$ cat config.mk
export PLATFORM = sky130hd
export DESIGN_NAME = bdq_ctrl
export DESIGN_NICKNAME = d
export VERILOG_FILES = /design/src/sv/bdq_pkg.sv /design/src/sv/bdq_ctrl.sv
export SDC_FILE = /design/constraint.sdc
export NUM_CORES = 1
export LEC_CHECK = 0
export BUFFER_PORTS_ARGS = -buffer_cell sky130_fd_sc_hd__buf_2
export CORE_AREA = 5 5 42 44
export DETAILED_ROUTE_END_ITERATION = 16
export DIE_AREA = 0 0 47 49
export GPL_ROUTABILITY_DRIVEN = 0
export GPL_TIMING_DRIVEN = 0
export MAX_ROUTING_LAYER = met4
export PLACE_DENSITY = 0.43
export SLEW_MARGIN = 20
export SYNTH_ARGS = -nofsm -noshare
export SYNTH_HDL_FRONTEND = slang
export SYNTH_SLANG_ARGS = --single-unit
$ cat constraint.sdc
create_clock -name clk -period 0.9 [get_ports clk]
set_input_delay 0.135 -clock clk [delete_from_list [all_inputs] [get_ports clk]]
set_output_delay 0.135 -clock clk [all_outputs]
set_load 0.005 [all_outputs]
$ cat src/sv/bdq_pkg.sv
// shared types and codes for the bounded deque with search
package bdq_pkg;

  localparam int OPCODE_W = 3;
  localparam int VALUE_W  = 32;
  localparam int POS_W    = 8;
  localparam int STATUS_W = 2;
  localparam int COUNT_W  = 9;

  localparam logic [OPCODE_W-1:0] OP_ADD_FRONT = 3'd0;
  localparam logic [OPCODE_W-1:0] OP_ADD_BACK  = 3'd1;
  localparam logic [OPCODE_W-1:0] OP_REM_FRONT = 3'd2;
  localparam logic [OPCODE_W-1:0] OP_REM_BACK  = 3'd3;
  localparam logic [OPCODE_W-1:0] OP_CONTAINS  = 3'd4;
  localparam logic [OPCODE_W-1:0] OP_GET       = 3'd5;
  localparam logic [OPCODE_W-1:0] OP_REVERSE   = 3'd6;

  localparam logic [STATUS_W-1:0] ST_OK    = 2'd0;
  localparam logic [STATUS_W-1:0] ST_EMPTY = 2'd1;
  localparam logic [STATUS_W-1:0] ST_RANGE = 2'd2;
  localparam logic [STATUS_W-1:0] ST_FULL  = 2'd3;

  typedef struct packed {
    logic latch;
    logic exec;
    logic rd_capture;
    logic scan_step;
    logic load_out;
  } bdq_cmd_t;

  typedef struct packed {
    logic need_read;
    logic need_scan;
    logic scan_done;
  } bdq_stat_t;

endpackage

$ cat src/sv/bdq_ctrl.sv
// controller state machine: sequences accept, execute, read, scan and result hand-off
module bdq_ctrl (
  input  logic               clk,
  input  logic               rst_n,
  input  logic               in_valid,
  output logic               in_ready,
  output logic               out_valid,
  input  logic               out_ready,
  input  bdq_pkg::bdq_stat_t stat,
  output bdq_pkg::bdq_cmd_t  cmd
);
  import bdq_pkg::*;

  localparam logic [2:0] S_IDLE = 3'd0;
  localparam logic [2:0] S_EXEC = 3'd1;
  localparam logic [2:0] S_RDW  = 3'd2;
  localparam logic [2:0] S_SCAN = 3'd3;
  localparam logic [2:0] S_FIN  = 3'd4;

  logic [2:0] state_r, state_nxt;
  logic       out_valid_r, out_valid_nxt;
  logic       slot_free;

  assign slot_free = !out_valid_r || out_ready;
  assign in_ready  = (state_r == S_IDLE);
  assign out_valid = out_valid_r;

  always_comb begin
    state_nxt = state_r;
    cmd       = '0;
    unique case (state_r)
      S_IDLE: begin
        if (in_valid) begin
          cmd.latch = 1'b1;
          state_nxt = S_EXEC;
        end
      end
      S_EXEC: begin
        cmd.exec = 1'b1;
        if (stat.need_read) begin
          state_nxt = S_RDW;
        end else if (stat.need_scan) begin
          state_nxt = S_SCAN;
        end else begin
          state_nxt = S_FIN;
        end
      end
      S_RDW: begin
        cmd.rd_capture = 1'b1;
        state_nxt      = S_FIN;
      end
      S_SCAN: begin
        cmd.scan_step = 1'b1;
        if (stat.scan_done) begin
          state_nxt = S_FIN;
        end
      end
      S_FIN: begin
        if (slot_free) begin
          cmd.load_out = 1'b1;
          state_nxt    = S_IDLE;
        end
      end
      default: state_nxt = S_IDLE;
    endcase
  end

  always_comb begin
    if (cmd.load_out) begin
      out_valid_nxt = 1'b1;
    end else if (out_ready) begin
      out_valid_nxt = 1'b0;
    end else begin
      out_valid_nxt = out_valid_r;
    end
  end

  always_ff @(posedge clk) begin
    if (!rst_n) begin
      state_r     <= S_IDLE;
      out_valid_r <= 1'b0;
    end else begin
      state_r     <= state_nxt;
      out_valid_r <= out_valid_nxt;
    end
  end

endmodule

==> results.toml, run 1 <==
[floorplan]
ios = 14
fp.coreArea_um2 = 1400
die_h_um = 49
die_area_um2 = 2300
die_w_um = 47
start_util_pct = 16.2
row_count = 14

[yosys]
synthArstFlopShare_pct = 0
synth_top_flop_cell = "dfxtp_1"
synth_edf_count = 0
seq_area_frac_synth_pct = 35.2
synth.area.mux_share_pct = 0
synth_compound_area_share_pct = 17.6
synth_cell_types = 16
syn_inst = 31
synth_top_family_by_area = "simple AND/OR/NAND/NOR gates"
syn-num-nets = 38
syn_avg_cell_area_um2 = 7.35
syn_area_um2 = 228
synthAdderAreaFrac_pct = 0
yosys.area_share.simple_pct = 40.7
synth_xor_area_share_pct = 0
ys_seq_elements = 4
ys_warn_count = 0

[run_status]
outcome = "finished, violations left"
violations = "setup timing"

[timing]
holdWs_ps = 172
slew_violations = 0
finalHoldViolCount = 0
rsz0062_at_grt = "yes"
relSlewSlack_pct = 89.6
totalNegativeSetupSlack_ps = -1220
finalSetupViolCount = 8
worstMarginPinSlew_ps = 155
fmax_mhz = 888
final.period_utilization_pct = 125
skew_ps = 1.06
fin_ws_ps = -226
final.min_clock_period_ps = 1130

[power_and_ir_drop]
vdd_ir_drop_max_v = 0.000763
netSwitchingFraction_pct = 27.8
leakage_uw = 0.000191
power_frac_comb_pct = 25.4
p_seq_share_pct = 36.7
power.density_nw_per_um2 = 1330
intPower_uw = 423
p_sw_uw = 162
pwr-share-clk_pct = 37.8

[placement]
place_inst = 60
placed_cell_area_um2 = 313
post-dp-hpwl_um = 478
port_buffers = 13

[clock_network]
clk_latency_ps = 230
cts-root-buf = "clkbuf_4"
cts_buffers = 3
clkTransAtPathRegs_ps = 40
cts_max_path_buffers = 2
cts_sinks = 4
h-tree-depth = 1
tritoncts = "done"

[global_routing]
grt_antenna_before_repair = 0
grt_pass1_vias = 297
grt_pass1_wl_um = 1320
grt_max_degree = 9
gr-total-overflow = 0
grtUsageTotal_pct = 8.66

[setup_path]
worstSetupStartpointType = "flip-flop"
critPathKind = "reg -> out"
end_kind = "primary output"
worst_r2r_path_depth = 4
crit_required_ps = 760
worstReg2RegStart = "state_r[1]"
arrival_ps = 990
worst-r2r-setup-slack_ps = -40
path_max_fanout = 8
r2r-end = "state_r[2]"

[job]
maxCapViolations = 0

[final_layout]
utilization_pct = 31.5
drive_gt1_share_pct = 68.6
syn_to_final_growth_pct = 94.0
num_antenna_cells = 0
final_area_um2 = 442
fin_nets = 60
instances_no_fill = 67

[route]
dr.pass1.iters = 1
viasPerCell = 4.42
ant_nets = 0
finalWirelength_um = 738
dr.first_iter.drc_count = 0
wire_per_inst_um = 11.0
vias = 296
drc = 0

[hold_path]
hold_end = "state_r[0]"
hold_start = "stat[1]"
hp-class = "in -> reg"
whs_path_depth = 3
-- state kept, by name, summed over array words and instances (netlist names) --
register	count
out_valid	1
state_r	3
-- cells in the final DEF (no fill, tap or decap), drive strengths merged --
master / n
nor3b: 1
nor2: 3
inv: 2
nand2b: 2
clkbuf: 3
o22ai: 1
dfxtp: 4
o21ai: 3
buf: 18
nand2: 2
nand3: 1
a21boi: 1
a21oi: 1
a31oi: 1
nor2b: 3
and4b: 1
nor3: 4
-- per-stage QoR --
stage	total power [uW]	worst slack [ps]
6_report	585	-226
5_1_grt	643	-305
4_1_cts	577	-238
3_5_place_dp	313	-215
3_3_place_gp	312	-223
2_1_floorplan	262	8.99
-- routing by layer --
metal | wire (um) | track usage (%) | part of all wire (%) | up-vias
met3 | 69 | 6.64 | 9.3 | 2
met1 | 300 | 8.79 | 41 | 132
li1 | - | - | - | 150
met2 | 363 | 12.7 | 49 | 12
met4 | 5 | 2.76 | 0.68 | 0
met5 | 0 | - | 0 | -
-- worst max path at each step --
stage                     from      to  slack (ps)  cells past startpoint
floorplan           state_r[1]  cmd[0]           9                      4
global placement    state_r[1]  cmd[0]        -220                      5
detailed placement  state_r[0]  cmd[0]        -220                      5
CTS                 state_r[1]  cmd[4]        -240                      3
global route        state_r[1]  cmd[4]        -310                      3
finish              state_r[0]  cmd[3]        -230                      3
-- repair_timing --
item                       in CTS  in global routing
setup endpoints to repair       9                 10
hold endpoints to repair        0                  0
hold buffers                    0                  0
pin swaps                       2                  3
setup buffers                   4                  1
resized for setup              19                  6
-- cell type report --
type | count | area, um^2
clock buffer | 3 | 22.5
fill | 172 | 960
inverter | 2 | 12.5
multi-input combinational | 24 | 186
sequential | 4 | 91.3
tap | 16 | 20.0
timing repair buffer | 18 | 109
-- logic make-up after synthesis --
kind of cell	Yosys count
flip-flops	4
buffers and inverters	3
AND/OR/NAND/NOR	17
AO/OA/AOI/OAI	7
-- power by group through the flow --
stage / Combinational, uW / Clock (uW) / Sequential [uW]
6_report: 149 / 221 / 215
5_1_grt: 166 / 258 / 219
4_1_cts: 135 / 228 / 214
3_5_place_dp: 98.6 / 0 / 214
3_3_place_gp: 97.9 / 0 / 214
2_1_floorplan: 53.8 / 0 / 208
-- synth_stat cells (2+ instances only) --
library cell,number,share of area [%]
dfxtp_1,4,35
nand2b_1,2,5.5
inv_1,2,3.3
nor3_1,4,8.8
o21ai_0,3,6.6
nand2_1,2,3.3
nor2b_1,3,8.2
nor2_1,3,4.9
-- critical path: stages, from the launching register on --
cell and delay (ps):
dfxtp_4 390, inv_4 60, nor3_1 170, buf_2 140
Note: power is estimated with default switching activity, not from simulation.
==> run 2, diff against run 1 <==
--- a/config.mk
+++ b/config.mk
@@ -7,6 +7,7 @@
 export LEC_CHECK = 0
 export BUFFER_PORTS_ARGS = -buffer_cell sky130_fd_sc_hd__buf_2
 export CORE_AREA = 5 5 42 44
+export CTS_BUF_LIST = sky130_fd_sc_hd__clkbuf_16
 export DETAILED_ROUTE_END_ITERATION = 16
 export DIE_AREA = 0 0 47 49
 export GPL_ROUTABILITY_DRIVEN = 0
==> run 2 against run 1 <==
Net effect: the run still ends with setup timing left; sequential share of layout area down 2.6 points; clock power rose to 3.1 times the previous value; non-clock buffer count up 1; register-to-register slack about the same; final cell count up 1.5%; wire length up 3.1%; cell area up 14%; worst hold slack better by 22 ps; highest routed layer unchanged.
==> results.toml, run 2 (synthesis results as in run 1) <==
[final_layout]
final_cell_mix = "12 x buf_2, 5 x buf_4, 3 x nor3_1, 3 x clkbuf_16, 3 x dfxtp_4"
largest_reg_flops = 3
final_common_cell = "buf_2"
fillers = 166
fin_nets = 61
drive_gt1_share_pct = 69.2
num_antenna_cells = 0
syn_to_final_growth_pct = 122
largest-register = "state_r"

[global_routing]
grtUsageTotal_pct = 8.66
grt_antenna_before_repair = 0
grt_max_degree = 9
grt_pass1_wl_um = 1310
grt_pass1_vias = 293
gr-total-overflow = 0

[route]
ant_nets = 0
wire_per_inst_um = 11.2
vias = 304
dr.first_iter.drc_count = 4
viasPerCell = 4.47
finalWirelength_um = 761
dr.pass1.iters = 2
drc = 0

[setup_path]
critPathKind = "reg -> out"
crit_path_start = "state_r[0]"
arrival_ps = 970
worstSetupStartpointType = "flip-flop"
end_kind = "primary output"
worstReg2RegStart = "state_r[1]"
crit_required_ps = 760
r2r-end = "state_r[2]"
path_max_fanout = 8
worst_r2r_path_depth = 4
setup.worst_path.end = "cmd[3]"
worst-r2r-setup-slack_ps = -40

[clock_network]
cts_max_path_buffers = 2
tritoncts = "done"
h-tree-depth = 1
clk_latency_ps = 220
cts_sinks = 4
clkTransAtPathRegs_ps = 30
cts_buffers = 3
cts-root-buf = "clkbuf_16"

[placement]
port_buffers = 13
post-dp-hpwl_um = 478
dpl_worst_slack_ps = -215

[timing]
fmax_mhz = 902
final.min_clock_period_ps = 1110
relSlewSlack_pct = 90.4
finalSetupViolCount = 9
skew_ps = 1.38
finalHoldViolCount = 0
slew_violations = 0
fin_ws_ps = -208
worstMarginPinSlew_ps = 143
rsz0062_at_grt = "yes"
holdWs_ps = 194
final.period_utilization_pct = 123

[floorplan]
fp.coreArea_um2 = 1400
row_count = 14
die_h_um = 49
start_util_pct = 16.2
die_area_um2 = 2300
ios = 14
die_w_um = 47

[power_and_ir_drop]
power.density_nw_per_um2 = 2080
power_frac_comb_pct = 14.7
leakage_uw = 0.000221
pwr-share-clk_pct = 64.8
p_sw_uw = 206
netSwitchingFraction_pct = 19.6
intPower_uw = 845
total_power_uw = 1050
vdd_ir_drop_max_v = 0.00116
p_seq_share_pct = 20.5

[run_status]
violations = "setup timing"
outcome = "finished, violations left"

[job]
maxCapViolations = 0

[hold_path]
hp-class = "in -> reg"
[run 2: cell types whose count changed in the layout (fill, tap and decap cells not counted), sizes merged]
cell,change
buf,+1
[run 2: final cells by class]
cell class / instances / area (um^2) / area share (%)
clock buffer: 3 / 75.1 / 14.9
inverter: 2 / 12.5 / 2.48
multi-input combinational: 24 / 186 / 36.9
sequential: 4 / 91.3 / 18.1
tap: 16 / 20.0 / 3.96
timing repair buffer: 19 / 120 / 23.8
[run 2: timing repair]
action / CTS / global route
pin swaps: 2 / 2
gates resized for setup: 21 / 5
setup buffers: 5 / 1
cloned: 0 / 0
hold buffers: 0 / 0
setup endpoints to repair: 9 / 10
[run 2: worst min path at each step]
stage               startpoint  depth (start not counted)  slack, ps         end
floorplan                rst_n                          2        290  state_r[2]
global placement       stat[1]                          3        430  state_r[0]
detailed placement     stat[1]                          3        420  state_r[0]
CTS                    stat[1]                          3        180  state_r[0]
global route           stat[1]                          3        220  state_r[0]
finish                 stat[1]                          3        190  state_r[0]
[run 2: critical path: stages, from the launching register on]
cell     delay (ps)
dfxtp_4         390
inv_4            60
nor3_1          160
buf_2           140
[run 2: power groups by stage]
| stage | registers [uW] | clock network (uW) | logic, uW |
|---|---|---|---|
| after global placement | 214 | 0 | 97.9 |
| final | 216 | 681 | 155 |
| after detailed placement | 214 | 0 | 98.6 |
| after floorplan | 208 | 0 | 53.8 |
| after global routing | 220 | 715 | 172 |
| after CTS | 215 | 698 | 142 |
[run 2: stage by stage]
step                area (um^2)  utilization [%]  TNS, ps  cells
floorplan                   228                -        0     31
global placement            313             22.3     -705     60
detailed placement          313             22.3     -688     60
CTS                         484             34.6    -1210     67
global route                505             36.1    -1690     68
finish                      505             36.1    -1180     68
[run 2: routing by layer]
metal	up-vias	part of all wire [%]	global-route usage, %
li1	153	-	-
met5	-	0	-
met1	139	42	9.23
met2	10	49	12.2
met3	2	8.1	6.64
met4	0	0.66	2.76
